## config.mk

```make
export PLATFORM = sky130hd
export DESIGN_NAME = sorted_insert_priority_queue_flat
export DESIGN_NICKNAME = d
export VERILOG_FILES = /design/src/design/sipq_pkg.sv /design/src/design/sipq_if.sv /design/src/design/sipq_cell.sv /design/src/design/sipq_chain.sv /design/src/design/sorted_insert_priority_queue.sv /design/src/flat_wrapper.sv
export VERILOG_INCLUDE_DIRS = /design/src /design/src/design
export SDC_FILE = /design/constraint.sdc
export NUM_CORES = 2
export LEC_CHECK = 0
export CAP_MARGIN = 15
export CORE_AREA = 2 2 289 348
export CTS_BUF_LIST = sky130_fd_sc_hd__clkbuf_4
export DETAILED_ROUTE_END_ITERATION = 8
export DIE_AREA = 0 0 291 350
export DONT_BUFFER_PORTS = 1
export GPL_ROUTABILITY_DRIVEN = 0
export SLEW_MARGIN = 5
export SYNTH_ARGS = -nofsm -noshare
export SYNTH_HDL_FRONTEND = slang
export SYNTH_SLANG_ARGS = --single-unit
```

## constraint.sdc

```tcl
create_clock -name i_clk -period 7.8 [get_ports i_clk]
set_input_delay 1.56 -clock i_clk [delete_from_list [all_inputs] [get_ports i_clk]]
set_output_delay 1.56 -clock i_clk [all_outputs]
set_load 0.05 [all_outputs]
```

## src/design/assert_macros.svh

```systemverilog
// ----------------------------------------------------------------------------
// assert_macros.svh
// concurrent assertion helpers, clocked and disabled by an active-low reset
// ----------------------------------------------------------------------------
`ifndef ASSERT_MACROS_SVH
`define ASSERT_MACROS_SVH

// condition holds at every edge out of reset
`define ASSERT_ALWAYS(label, clk, rst_n, cond) \
    label: assert property (@(posedge clk) disable iff (!rst_n) (cond)) \
        else $error("assertion failed: always");

// consequent holds in the same cycle as the antecedent
`define ASSERT_SAME(label, clk, rst_n, ante, cons) \
    label: assert property (@(posedge clk) disable iff (!rst_n) (ante) |-> (cons)) \
        else $error("assertion failed: same cycle");

// consequent holds in the cycle after the antecedent
`define ASSERT_NEXT(label, clk, rst_n, ante, cons) \
    label: assert property (@(posedge clk) disable iff (!rst_n) (ante) |=> (cons)) \
        else $error("assertion failed: next cycle");

`endif

```

## src/design/sipq_pkg.sv

```systemverilog
// ----------------------------------------------------------------------------
// sipq_pkg
// shared types and constants of the sorted insert priority queue
// ----------------------------------------------------------------------------
package sipq_pkg;

    localparam int DEPTH  = 16;
    localparam int CNT_W  = $clog2(DEPTH + 1);
    localparam int CMD_W  = 2;
    localparam int ID_W   = 16;
    localparam int KEY_W  = 16;
    localparam int STAT_W = 2;
    localparam int OCC_W  = 5;

    localparam logic [CMD_W-1:0] CMD_APPEND  = 2'd0;
    localparam logic [CMD_W-1:0] CMD_INSERT  = 2'd1;
    localparam logic [CMD_W-1:0] CMD_DEQUEUE = 2'd2;

    localparam logic [STAT_W-1:0] ST_OK    = 2'd0;
    localparam logic [STAT_W-1:0] ST_EMPTY = 2'd1;
    localparam logic [STAT_W-1:0] ST_FULL  = 2'd2;

    typedef struct packed {
        logic [ID_W-1:0]  id;
        logic [KEY_W-1:0] key;
    } t_entry;

    typedef enum logic [1:0] {
        OP_HOLD,
        OP_INSERT,
        OP_DEQUEUE
    } t_cell_op;

    typedef struct packed {
        t_cell_op op;
        logic     append;
        t_entry   entry;
    } t_cell_ctrl;

endpackage

```

## src/design/sipq_if.sv

```systemverilog
// ----------------------------------------------------------------------------
// sipq_if
// valid/ready channels for commands and results
// ----------------------------------------------------------------------------
interface sipq_cmd_if;
    logic                          valid;
    logic                          ready;
    logic [sipq_pkg::CMD_W-1:0]    command;
    logic [sipq_pkg::ID_W-1:0]     entry_id;
    logic [sipq_pkg::KEY_W-1:0]    wingspan_key;

    modport source (output valid, command, entry_id, wingspan_key, input ready);
    modport sink   (input valid, command, entry_id, wingspan_key, output ready);
endinterface

interface sipq_rsp_if;
    logic                          valid;
    logic                          ready;
    logic [sipq_pkg::ID_W-1:0]     head_id;
    logic [sipq_pkg::KEY_W-1:0]    head_key;
    logic [sipq_pkg::STAT_W-1:0]   status;
    logic [sipq_pkg::OCC_W-1:0]    occupancy;

    modport source (output valid, head_id, head_key, status, occupancy, input ready);
    modport sink   (input valid, head_id, head_key, status, occupancy, output ready);
endinterface

```

## src/design/sipq_cell.sv

```systemverilog
// ----------------------------------------------------------------------------
// sipq_cell
// one queue slot: holds, loads the new entry, or takes a neighbor's entry
// ----------------------------------------------------------------------------
module sipq_cell (
    input  logic                 i_clk,
    input  sipq_pkg::t_cell_ctrl i_ctrl,
    input  sipq_pkg::t_entry     i_left,
    input  sipq_pkg::t_entry     i_right,
    input  logic                 i_occ,
    input  logic                 i_match_prev,
    output logic                 o_match,
    output sipq_pkg::t_entry     o_entry
);

    sipq_pkg::t_entry r_entry;
    sipq_pkg::t_entry n_entry;
    logic             w_hit;

    // first free slot, or, for a keyed insert, first stored key not above the new key
    assign w_hit   = !i_occ || (!i_ctrl.append && (r_entry.key <= i_ctrl.entry.key));
    assign o_match = i_match_prev | w_hit;
    assign o_entry = r_entry;

    always_comb begin
        n_entry = r_entry;
        case (i_ctrl.op)
            sipq_pkg::OP_INSERT: begin
                if (i_match_prev) begin
                    n_entry = i_left;
                end else if (w_hit) begin
                    n_entry = i_ctrl.entry;
                end
            end
            sipq_pkg::OP_DEQUEUE: begin
                n_entry = i_right;
            end
            default: begin
                n_entry = r_entry;
            end
        endcase
    end

    always_ff @(posedge i_clk) begin
        r_entry <= n_entry;
    end

endmodule

```

## src/design/sipq_chain.sv

```systemverilog
// ----------------------------------------------------------------------------
// sipq_chain
// row of slot cells with a ripple match chain from head to tail
// ----------------------------------------------------------------------------
module sipq_chain (
    input  logic                       i_clk,
    input  sipq_pkg::t_cell_ctrl       i_ctrl,
    input  logic [sipq_pkg::DEPTH-1:0] i_occ,
    output sipq_pkg::t_entry           o_head
);

    sipq_pkg::t_entry             w_entry [sipq_pkg::DEPTH];
    logic [sipq_pkg::DEPTH:0]     w_match;

    assign w_match[0] = 1'b0;
    assign o_head     = w_entry[0];

    for (genvar g = 0; g < sipq_pkg::DEPTH; g++) begin : g_cell
        sipq_pkg::t_entry w_left;
        sipq_pkg::t_entry w_right;

        if (g == 0) begin : g_first
            assign w_left = i_ctrl.entry;
        end else begin : g_mid_l
            assign w_left = w_entry[g-1];
        end

        if (g == sipq_pkg::DEPTH - 1) begin : g_last
            assign w_right = w_entry[g];
        end else begin : g_mid_r
            assign w_right = w_entry[g+1];
        end

        sipq_cell u_cell (
            .i_clk        (i_clk),
            .i_ctrl       (i_ctrl),
            .i_left       (w_left),
            .i_right      (w_right),
            .i_occ        (i_occ[g]),
            .i_match_prev (w_match[g]),
            .o_match      (w_match[g+1]),
            .o_entry      (w_entry[g])
        );
    end

endmodule

```

## src/design/sorted_insert_priority_queue.sv

```systemverilog
// ----------------------------------------------------------------------------
// sorted_insert_priority_queue
// bounded queue with tail append, keyed insert and head removal
// ----------------------------------------------------------------------------
// a result is registered at its command transfer and is valid in the following cycle
// throughput: one command per cycle while results are drained without stall;
// the command side takes a transfer whenever the result register is free or drained
// reset clears the entry count and the result valid; slot contents stay undefined
// ----------------------------------------------------------------------------
`include "assert_macros.svh"

module sorted_insert_priority_queue (
    input  logic       i_clk,
    input  logic       i_rst_n,
    sipq_cmd_if.sink   i_cmd,
    sipq_rsp_if.source o_rsp
);

    logic [sipq_pkg::CNT_W-1:0]  r_count;
    logic [sipq_pkg::CNT_W-1:0]  n_count;
    logic                        r_out_valid;
    logic                        n_out_valid;
    logic [sipq_pkg::ID_W-1:0]   r_head_id;
    logic [sipq_pkg::ID_W-1:0]   n_head_id;
    logic [sipq_pkg::KEY_W-1:0]  r_head_key;
    logic [sipq_pkg::KEY_W-1:0]  n_head_key;
    logic [sipq_pkg::STAT_W-1:0] r_status;
    logic [sipq_pkg::STAT_W-1:0] n_status;

    logic                        w_accept;
    logic                        w_full;
    logic                        w_empty;
    logic [sipq_pkg::DEPTH-1:0]  w_occ;
    sipq_pkg::t_cell_ctrl        w_ctrl;
    sipq_pkg::t_entry            w_head;

    assign i_cmd.ready = !r_out_valid || o_rsp.ready;
    assign w_accept    = i_cmd.valid && i_cmd.ready;
    assign w_full      = (r_count == sipq_pkg::CNT_W'(sipq_pkg::DEPTH));
    assign w_empty     = (r_count == '0);

    for (genvar g = 0; g < sipq_pkg::DEPTH; g++) begin : g_occ
        assign w_occ[g] = (sipq_pkg::CNT_W'(g) < r_count);
    end

    sipq_chain u_chain (
        .i_clk  (i_clk),
        .i_ctrl (w_ctrl),
        .i_occ  (w_occ),
        .o_head (w_head)
    );

    always_comb begin
        w_ctrl.op        = sipq_pkg::OP_HOLD;
        w_ctrl.append    = (i_cmd.command == sipq_pkg::CMD_APPEND);
        w_ctrl.entry.id  = i_cmd.entry_id;
        w_ctrl.entry.key = i_cmd.wingspan_key;
        n_count          = r_count;
        n_out_valid      = r_out_valid && !o_rsp.ready;
        n_head_id        = r_head_id;
        n_head_key       = r_head_key;
        n_status         = r_status;
        if (w_accept) begin
            n_out_valid = 1'b1;
            n_head_id   = '0;
            n_head_key  = '0;
            n_status    = sipq_pkg::ST_OK;
            case (i_cmd.command)
                sipq_pkg::CMD_APPEND, sipq_pkg::CMD_INSERT: begin
                    if (w_full) begin
                        n_status = sipq_pkg::ST_FULL;
                    end else begin
                        w_ctrl.op = sipq_pkg::OP_INSERT;
                        n_count   = r_count + 1'b1;
                    end
                end
                sipq_pkg::CMD_DEQUEUE: begin
                    if (w_empty) begin
                        n_status = sipq_pkg::ST_EMPTY;
                    end else begin
                        w_ctrl.op  = sipq_pkg::OP_DEQUEUE;
                        n_count    = r_count - 1'b1;
                        n_head_id  = w_head.id;
                        n_head_key = w_head.key;
                    end
                end
                default: begin
                    n_status = sipq_pkg::ST_OK;
                end
            endcase
        end
    end

    always_ff @(posedge i_clk) begin
        if (!i_rst_n) begin
            r_count     <= '0;
            r_out_valid <= 1'b0;
        end else begin
            r_count     <= n_count;
            r_out_valid <= n_out_valid;
        end
        r_head_id  <= n_head_id;
        r_head_key <= n_head_key;
        r_status   <= n_status;
    end

    assign o_rsp.valid     = r_out_valid;
    assign o_rsp.head_id   = r_head_id;
    assign o_rsp.head_key  = r_head_key;
    assign o_rsp.status    = r_status;
    assign o_rsp.occupancy = sipq_pkg::OCC_W'(r_count);

    `ASSERT_ALWAYS(a_count_bound, i_clk, i_rst_n, r_count <= sipq_pkg::CNT_W'(sipq_pkg::DEPTH))
    `ASSERT_NEXT(a_count_stable, i_clk, i_rst_n, i_rst_n && !w_accept, $stable(r_count))
    `ASSERT_NEXT(a_empty_status, i_clk, i_rst_n, i_rst_n && w_accept && w_empty && (i_cmd.command == sipq_pkg::CMD_DEQUEUE), r_out_valid && (r_status == sipq_pkg::ST_EMPTY) && (r_count == '0))
    `ASSERT_NEXT(a_insert_grows, i_clk, i_rst_n, i_rst_n && w_accept && !w_full && ((i_cmd.command == sipq_pkg::CMD_APPEND) || (i_cmd.command == sipq_pkg::CMD_INSERT)), r_count == $past(r_count) + 1'b1)

endmodule
```

## src/flat_wrapper.sv

```systemverilog
// flat-port wrapper written by rule: the top's interface ports become plain ports
module sorted_insert_priority_queue_flat 
  (i_clk, i_rst_n, i_cmd_valid, i_cmd_command, i_cmd_entry_id, i_cmd_wingspan_key, i_cmd_ready, o_rsp_valid, o_rsp_head_id, o_rsp_head_key, o_rsp_status, o_rsp_occupancy, o_rsp_ready);
  sipq_cmd_if i_cmd_i ();
  sipq_rsp_if o_rsp_i ();
  input  logic i_clk;
  input  logic i_rst_n;
  input wire logic [$bits(i_cmd_i.valid)-1:0] i_cmd_valid;
  input wire logic [$bits(i_cmd_i.command)-1:0] i_cmd_command;
  input wire logic [$bits(i_cmd_i.entry_id)-1:0] i_cmd_entry_id;
  input wire logic [$bits(i_cmd_i.wingspan_key)-1:0] i_cmd_wingspan_key;
  output wire logic [$bits(i_cmd_i.ready)-1:0] i_cmd_ready;
  output wire logic [$bits(o_rsp_i.valid)-1:0] o_rsp_valid;
  output wire logic [$bits(o_rsp_i.head_id)-1:0] o_rsp_head_id;
  output wire logic [$bits(o_rsp_i.head_key)-1:0] o_rsp_head_key;
  output wire logic [$bits(o_rsp_i.status)-1:0] o_rsp_status;
  output wire logic [$bits(o_rsp_i.occupancy)-1:0] o_rsp_occupancy;
  input wire logic [$bits(o_rsp_i.ready)-1:0] o_rsp_ready;
  assign i_cmd_i.valid = i_cmd_valid;
  assign i_cmd_i.command = i_cmd_command;
  assign i_cmd_i.entry_id = i_cmd_entry_id;
  assign i_cmd_i.wingspan_key = i_cmd_wingspan_key;
  assign i_cmd_ready = i_cmd_i.ready;
  assign o_rsp_valid = o_rsp_i.valid;
  assign o_rsp_head_id = o_rsp_i.head_id;
  assign o_rsp_head_key = o_rsp_i.head_key;
  assign o_rsp_status = o_rsp_i.status;
  assign o_rsp_occupancy = o_rsp_i.occupancy;
  assign o_rsp_i.ready = o_rsp_ready;
  sorted_insert_priority_queue u_core (.i_clk(i_clk), .i_rst_n(i_rst_n), .i_cmd(i_cmd_i), .o_rsp(o_rsp_i));
endmodule
```

==> Word-level counts from Yosys, hierarchy flattened <==
Index checks and enable logic that the tools add are counted.
{ "totals": {"reg_bits": 552, "latchBits": 0, "ram_bits": 0, "romBits": 0, "in_bits": 38, "out_inout_bits": 41, "wordCells": 243, "mem_count": 0} }
{ "classes": {"add_sub_neg": 2, "mul": 0, "div_mod_pow": 0, "magnitude_cmp": 32, "eq_ne": 22, "shift": 0, "mux": 57, "n_bitwise": 15, "n_reduce_logical": 78} }
{ "ops": {"columns": ["operator", "count"], "rows": [
  ["32-bit two-way mux", 31],
  ["32-bit case mux with 2 select lines", 15],
  ["16-bit less-or-equal comparator", 16],
  ["3-bit by 1-bit inequality test with 1-bit output (second input constant)", 14],
  ["4-bit by 5-bit < comparator with 1-bit output (first input constant)", 8],
  ["2-bit AND reduction", 16],
  ["3-bit by 5-bit < comparator with 1-bit output (first input constant)", 4],
  ["1-bit logical NOT", 19],
  ["1-bit logical AND", 18],
  ["1-bit logical OR", 17],
  ["1-bit bitwise OR", 14],
  ["1-bit by 5-bit < comparator with 1-bit output (first input constant)", 2],
  ["2-bit by 5-bit < comparator with 1-bit output (first input constant)", 2],
  ["5-bit two-way mux", 2],
  ["5-bit case mux with 2 select lines", 1],
  ["2-bit case mux with 2 select lines", 2],
  ["2-bit two-way mux", 3],
  ["2-bit nonzero test", 3],
  ["5-bit by 1-bit adder with 5-bit output (second input constant)", 1],
  ["5-bit == test (second input constant)", 1],
  ["5-bit logical NOT", 1],
  ["5-bit by 1-bit subtractor with 5-bit output (second input constant)", 1],
  ["2-bit by 1-bit == test with 1-bit output (second input constant)", 2],
  ["2-bit == test (second input constant)", 2],
  ["other kinds (7)", 11]
]} }

==> Logic depth before layout (Yosys ltp) <==
{ "depth": {"ltp_word": 20, "ltp_mapped": 17, "depth_no_buf": 11} }

==> Cells and area by module <==
From an unflattened synthesis, not the netlist that was laid out.
{ "hier_totals": {"cells_unflattened": 3386, "area_unflattened_um2": 35352.7} }
{ "modules_own_cells": {"columns": ["module", "n_inst", "cells_per_inst", "area_per_inst_um2", "seq_area_each_um2"], "rows": [
  ["sipq_cell at u_core.u_chain.g_cell[0].u_cell ...", 15, 202, 2092.0, 960.9],
  ["sipq_cell at u_core.u_chain.g_cell[9].u_cell", 1, 203, 2078.2, 960.9],
  ["sorted_insert_priority_queue", 1, 152, 1890.6, 1141.1],
  ["sipq_chain", 1, 1, 3.8, 0.0]
]} }

==> Worst setup path before layout <==
OpenSTA, ideal clock, no wires.
{ "synth_path": {"path_kind": "in2reg", "startpoint": "input port i_cmd_wingspan_key[11]", "endpoint": "register u_core.u_chain.g_cell[9].u_cell.r_entry (netlist bit u_core.u_chain.g_cell[9].u_cell.o_entry[0]) (enable)", "setup_ns": 0.441, "t_arrival_ns": 6.141, "required_time_ns": 7.359, "path_slack_ns": 1.218, "stages": 12, "path_buffers": 3, "path_cell_list": "clkbuf_1 > inv_1 > ha_1 > a21oi_1 > nor2_1 > or4_1 > or4_1 > nand3_1 > nor4_1 > buf_2 > buf_1 > a31oi_1"} }
{ "synth_via": {"elab_chain_cells": 13, "elab_cells_between_ends": 40, "cone_classes": "10 x order compare; 1 x eq/ne; 8 x bitwise; 21 x reduce/logical"} }
{ "synth_rtl": {"columns": ["element", "line", "rtl"], "rows": [
  ["start: declaration", "flat_wrapper.sv:11", "input wire logic [$bits(i_cmd_i.wingspan_key)-1:0] i_cmd_wingspan_key;"],
  ["16-bit less-or-equal comparator", "sipq_cell.sv:21", "assign w_hit = !i_occ || (!i_ctrl.append && (r_entry.key <= i_ctrl.entry.key));"],
  ["1-bit logical AND", "sipq_cell.sv:21", null],
  ["1-bit logical OR", "sipq_cell.sv:21", null],
  ["1-bit bitwise OR (8 in series)", "sipq_cell.sv:22", "assign o_match = i_match_prev | w_hit;"],
  ["3-bit by 1-bit inequality test with 1-bit output (no line) *", null, null],
  ["2-bit AND reduction (no line) *", null, null],
  ["end signal: assignment", "sipq_cell.sv:45", "r_entry <= n_entry;"],
  ["end: declaration", "sipq_cell.sv:16", "sipq_pkg::t_entry r_entry;"]
]} }
Mark *: on every way between the ends. The rest lies on a longest branch, timed or not.
A chain may end at the register's enable or synchronous reset.

==> Final worst setup path <==
{ "layout_path": {"startpoint": "input port i_cmd_wingspan_key[14]", "endpoint": "register u_core.u_chain.g_cell[15].u_cell.r_entry (netlist bit u_core.u_chain.g_cell[15].u_cell.o_entry[23]) (enable)"} }
{ "layout_via": {"elab_chain_cells": 19, "elab_cells_between_ends": 64, "cone_classes": "16 x order compare; 14 x bitwise; 34 x reduce/logical"} }
{ "layout_rtl": {"columns": ["element", "line"], "rows": [
  ["16-bit less-or-equal comparator", "sipq_cell.sv:21"],
  ["1-bit logical AND", "sipq_cell.sv:21"],
  ["1-bit logical OR", "sipq_cell.sv:21"],
  ["1-bit bitwise OR (14 in series)", "sipq_cell.sv:22"],
  ["2-bit nonzero test (no line) *", null],
  ["2-bit AND reduction (no line) *", null],
  ["end signal: assignment", "sipq_cell.sv:45"],
  ["end: declaration", "sipq_cell.sv:16"]
]} }
Marked as above.

==> flow_summary_export.csv <==
group,metric,value,unit
sta,layout_min_cycle_time,5.535,ns
finish,ff_latch_area,16520,um2
synth,synth_largest_area_cell,"edfxtp_1",
synth,synth_edf_count,546,
synth,synth_area_leaders,"edfxtp_1 (48%), ha_1 (9.6%), mux2i_1 (5.7%), nand2_1 (4.6%), o21ai_0 (4.3%)",
clock_tree,cts_buffer_depth,3,
clock_tree,ctsResizeCount,0,
grt,grt_max_degree,179,
sta,setup_ws,2.265,ns
die,row_count,126,
finish,drive_gt1_frac,0.1311,
setup_path,critical_path.top_delay_family,"compound AO/OA/AOI/OAI gates",
setup_path,endpoint,"u_core.u_chain.g_cell[15].u_cell.o_entry[23]$_DFFE_PP_",
synth,yosys_warnings,0,
grt,antenna_found_initial,5,
setup_path,cp_max_fo,23,
finish,layout.nets,3514,
sta,skew,0.08901,ns
route,drtAntennaViolNets,0,
setup_path,cp.arrival,6.24,ns
route,viasPerCell,5.984,
clock_tree,clock-sinks,552,
clock_tree,clkSlewWorstSetupHoldPaths,0.06,ns
grt,grt_overflow,0,
setup_path,cp-startpoint,"i_cmd_wingspan_key[14]",
setup_path,critPathSlowestCell,"a211oi_1",
setup_path,crit-reg2reg-launch,"u_core.o_rsp.occupancy[1]$_SDFFE_PN0P_",
setup_path,reg2reg_slack,2.64,ns
place,pre_cts_slack,1.299,ns
die,num_io_pins,79,
setup_path,r2r_end,"u_core.u_chain.g_cell[11].u_cell.o_entry[23]$_DFFE_PP_",
grt,grt_pass1_vias,26449,
power,p_leak,13.71,nW
power,irDropWorstVdd,0.1184,mV
route,via_count,27485,
sta,relSlewSlack,0.1601,
synth,syn_area,34160,um2
synth,synth_cells,3234,
route,drt-initial-drc-count,3013,
die,die_area,101900,um2
synth,synth.distinct_cells,71,
sta,finalSetupTns,0,ns
sta,maxSlewViolCount,0,
synth,synth_seq_area_share,0.4835,
synth,synth_top_area_share,0.4800,
clock_tree,cts_hold_buf,0,
synth,async_flop_share,0,
clock_tree,clk_latency,1.05,ns
grt,grtUsageTotal,0.2351,
finish,fillers,9670,
sta,period_share,0.7096,
setup_path,startpoint_type,"primary input",
setup_path,worst-endpoint-required,8.50,ns
synth,synth_nets,3533,
setup_path,endpoint_kind,"register",
setup_path,worstSetupPathDepth,13,
finish,mostFrequentLayoutCell,"edfxtp_1",
clock_tree,post_cts_buffers,0,
sta,finalSetupViolCount,0,
place,placed_cell_area,35630,um2
outcome,status,"finished clean",
clock_tree,cts-buffers-inserted,151,
finish,syn_to_final_growth,9.685,%
power,power_density,208.2,nW/um2
setup_path,crit_chain,"inv_1, buf_4, ha_1, nand4_2, nor4_2, a21boi_1, o31ai_1, a211oi_1, nand3_1, nor4_4, buf_4, a41oi_4, buf_4",
sta,timing.hold.ws,0.5190,ns
die,die_w,291,um
run,max-cap-violations,0,
clock_tree,cts_tree,"yes",
sta,max_freq,180.7,MHz
place,portBuffers,0,
route,drc,0,
synth,syn_area_per_cell,10.56,um2
route,routed_wl,123000,um
finish,final_util,0.3815,
clock_tree,htree_levels,4,
finish,final_cell_mix,"edfxtp_1 (546), nand2_1 (416), o21ai_0 (293), ha_1 (260), inv_1 (204)",
grt,grt_pass1_wl,178100,um
synth,ys_ff_latch,552,
clock_tree,clockRootBuffer,"clkbuf_4",
setup_path,path_buf_inv,4,
place,hpwlAfterDp,83940,um
sta,grt_setup_unrepaired,"false",
sta,worst_slew_pin_slew,1.260,ns
sta,hold_viol_final,0,
finish,stdcell_area,37470,um2
route,wl_per_cell,26.78,um
setup_path,crit_top_cell,"buf_4",
finish,multiInputGateArea,16090,um2
finish,instances_no_fill,4593,
worst_hold_path,hold_path_class,"reg2reg",
die,die_h,350,um
synth,synth_flop_cell,"edfxtp_1",
route,drt_pass1_iterations,6,
die,core-area,98220,um2
power,power,7.799,mW
setup_path,critPathMaxStageDelay,0.83,ns
place,dp.cells,4342,
setup_path,worstSetupPathType,"in2reg",
setup_path,r2r_cells,10,
die,initial_core_util,0.3478,
## logic make-up (layout without fill, tap and decap cells)
logic type / after synthesis / after routing / share of synthesized area
flops: 552 / 552 / 0.4835
mux: 290 / 290 / 0.09147
compound gates: 824 / 824 / 0.1607
other cells: 0 / 2 / 0
simple gates: 847 / 847 / 0.1145
fa+ha+maj: 261 / 261 / 0.09560
xor+xnor: 5 / 5 / 0.001282
buf+inv: 455 / 532 / 0.05297
## how the worst min path moves through the flow
stage	from	to	slack [ns]	cells past startpoint
after floorplan	u_core.u_chain.g_cell[9].u_cell.o_entry[16]$_DFFE_PP_	u_core.u_chain.g_cell[8].u_cell.o_entry[16]$_DFFE_PP_	0.52	2
after global placement	u_core.u_chain.g_cell[2].u_cell.o_entry[17]$_DFFE_PP_	u_core.u_chain.g_cell[1].u_cell.o_entry[17]$_DFFE_PP_	0.53	2
after detailed placement	u_core.u_chain.g_cell[1].u_cell.o_entry[30]$_DFFE_PP_	u_core.u_chain.g_cell[0].u_cell.o_entry[30]$_DFFE_PP_	0.54	1
after CTS	u_core.u_chain.g_cell[1].u_cell.o_entry[26]$_DFFE_PP_	u_core.u_chain.g_cell[0].u_cell.o_entry[26]$_DFFE_PP_	0.52	1
after global routing	u_core.u_chain.g_cell[1].u_cell.o_entry[26]$_DFFE_PP_	u_core.u_chain.g_cell[0].u_cell.o_entry[26]$_DFFE_PP_	0.54	1
final	u_core.u_chain.g_cell[1].u_cell.o_entry[26]$_DFFE_PP_	u_core.u_chain.g_cell[0].u_cell.o_entry[26]$_DFFE_PP_	0.52	1
## per-layer routing
metal / GRT usage / wire [um]
met1: 0.2920 / 48590
met2: 0.3835 / 57440
met3: 0.04325 / 9451
met4: 0.1368 / 7480
met5: 0 / 34
## synthesized netlist by cell type, types with 6 or more instances
cell       instances
a2111oi_0          7
a211oi_1          14
a21boi_0           8
a21o_1            59
a21oi_1          109
a221o_1           33
a22oi_1           34
a311oi_1          34
a31oi_1           38
and2_1            37
and3_1             8
and4_1             7
buf_1             17
buf_2             27
buf_4              6
buf_6              6
clkbuf_1         194
dfxtp_1            6
edfxtp_1         546
ha_1             261
inv_1            205
mux2_1             8
mux2_2            61
mux2_4            27
mux2i_1          194
nand2_1          416
nand2b_1           8
nand3_1          149
nand4_1           42
nor2_1            88
nor2b_1           33
nor3_1            23
nor4_1            11
o211ai_1           9
o21a_1            10
o21ai_0          293
o311ai_0         106
o311ai_1          24
o31ai_1            6
## registers in the layout, summed over array words and instances (netlist names)
register / flops
u_core.o_rsp.status: 2
u_core.o_rsp.head_key: 16
u_core.o_rsp.occupancy: 5
u_core.o_rsp.valid: 1
u_core.o_rsp.head_id: 16
u_core.u_chain.g_cell.u_cell.o_entry: 512
## layout make-up
class	count	area share
diodes	2	0.0001336
clock inverters	48	0.008716
clock buffers	201	0.04028
repair buffers	78	0.01730
inverters	205	0.02054
flip-flops and latches	552	0.4408
well taps	1280	0.04275
multi-input cells	2227	0.4295
## power by group
part           switching, mW  internal, mW
combinational          0.786         0.438
sequential             0.290          3.63
clock                   1.35          1.31
total                   2.42          5.37
(Power assumes the default switching activity.)
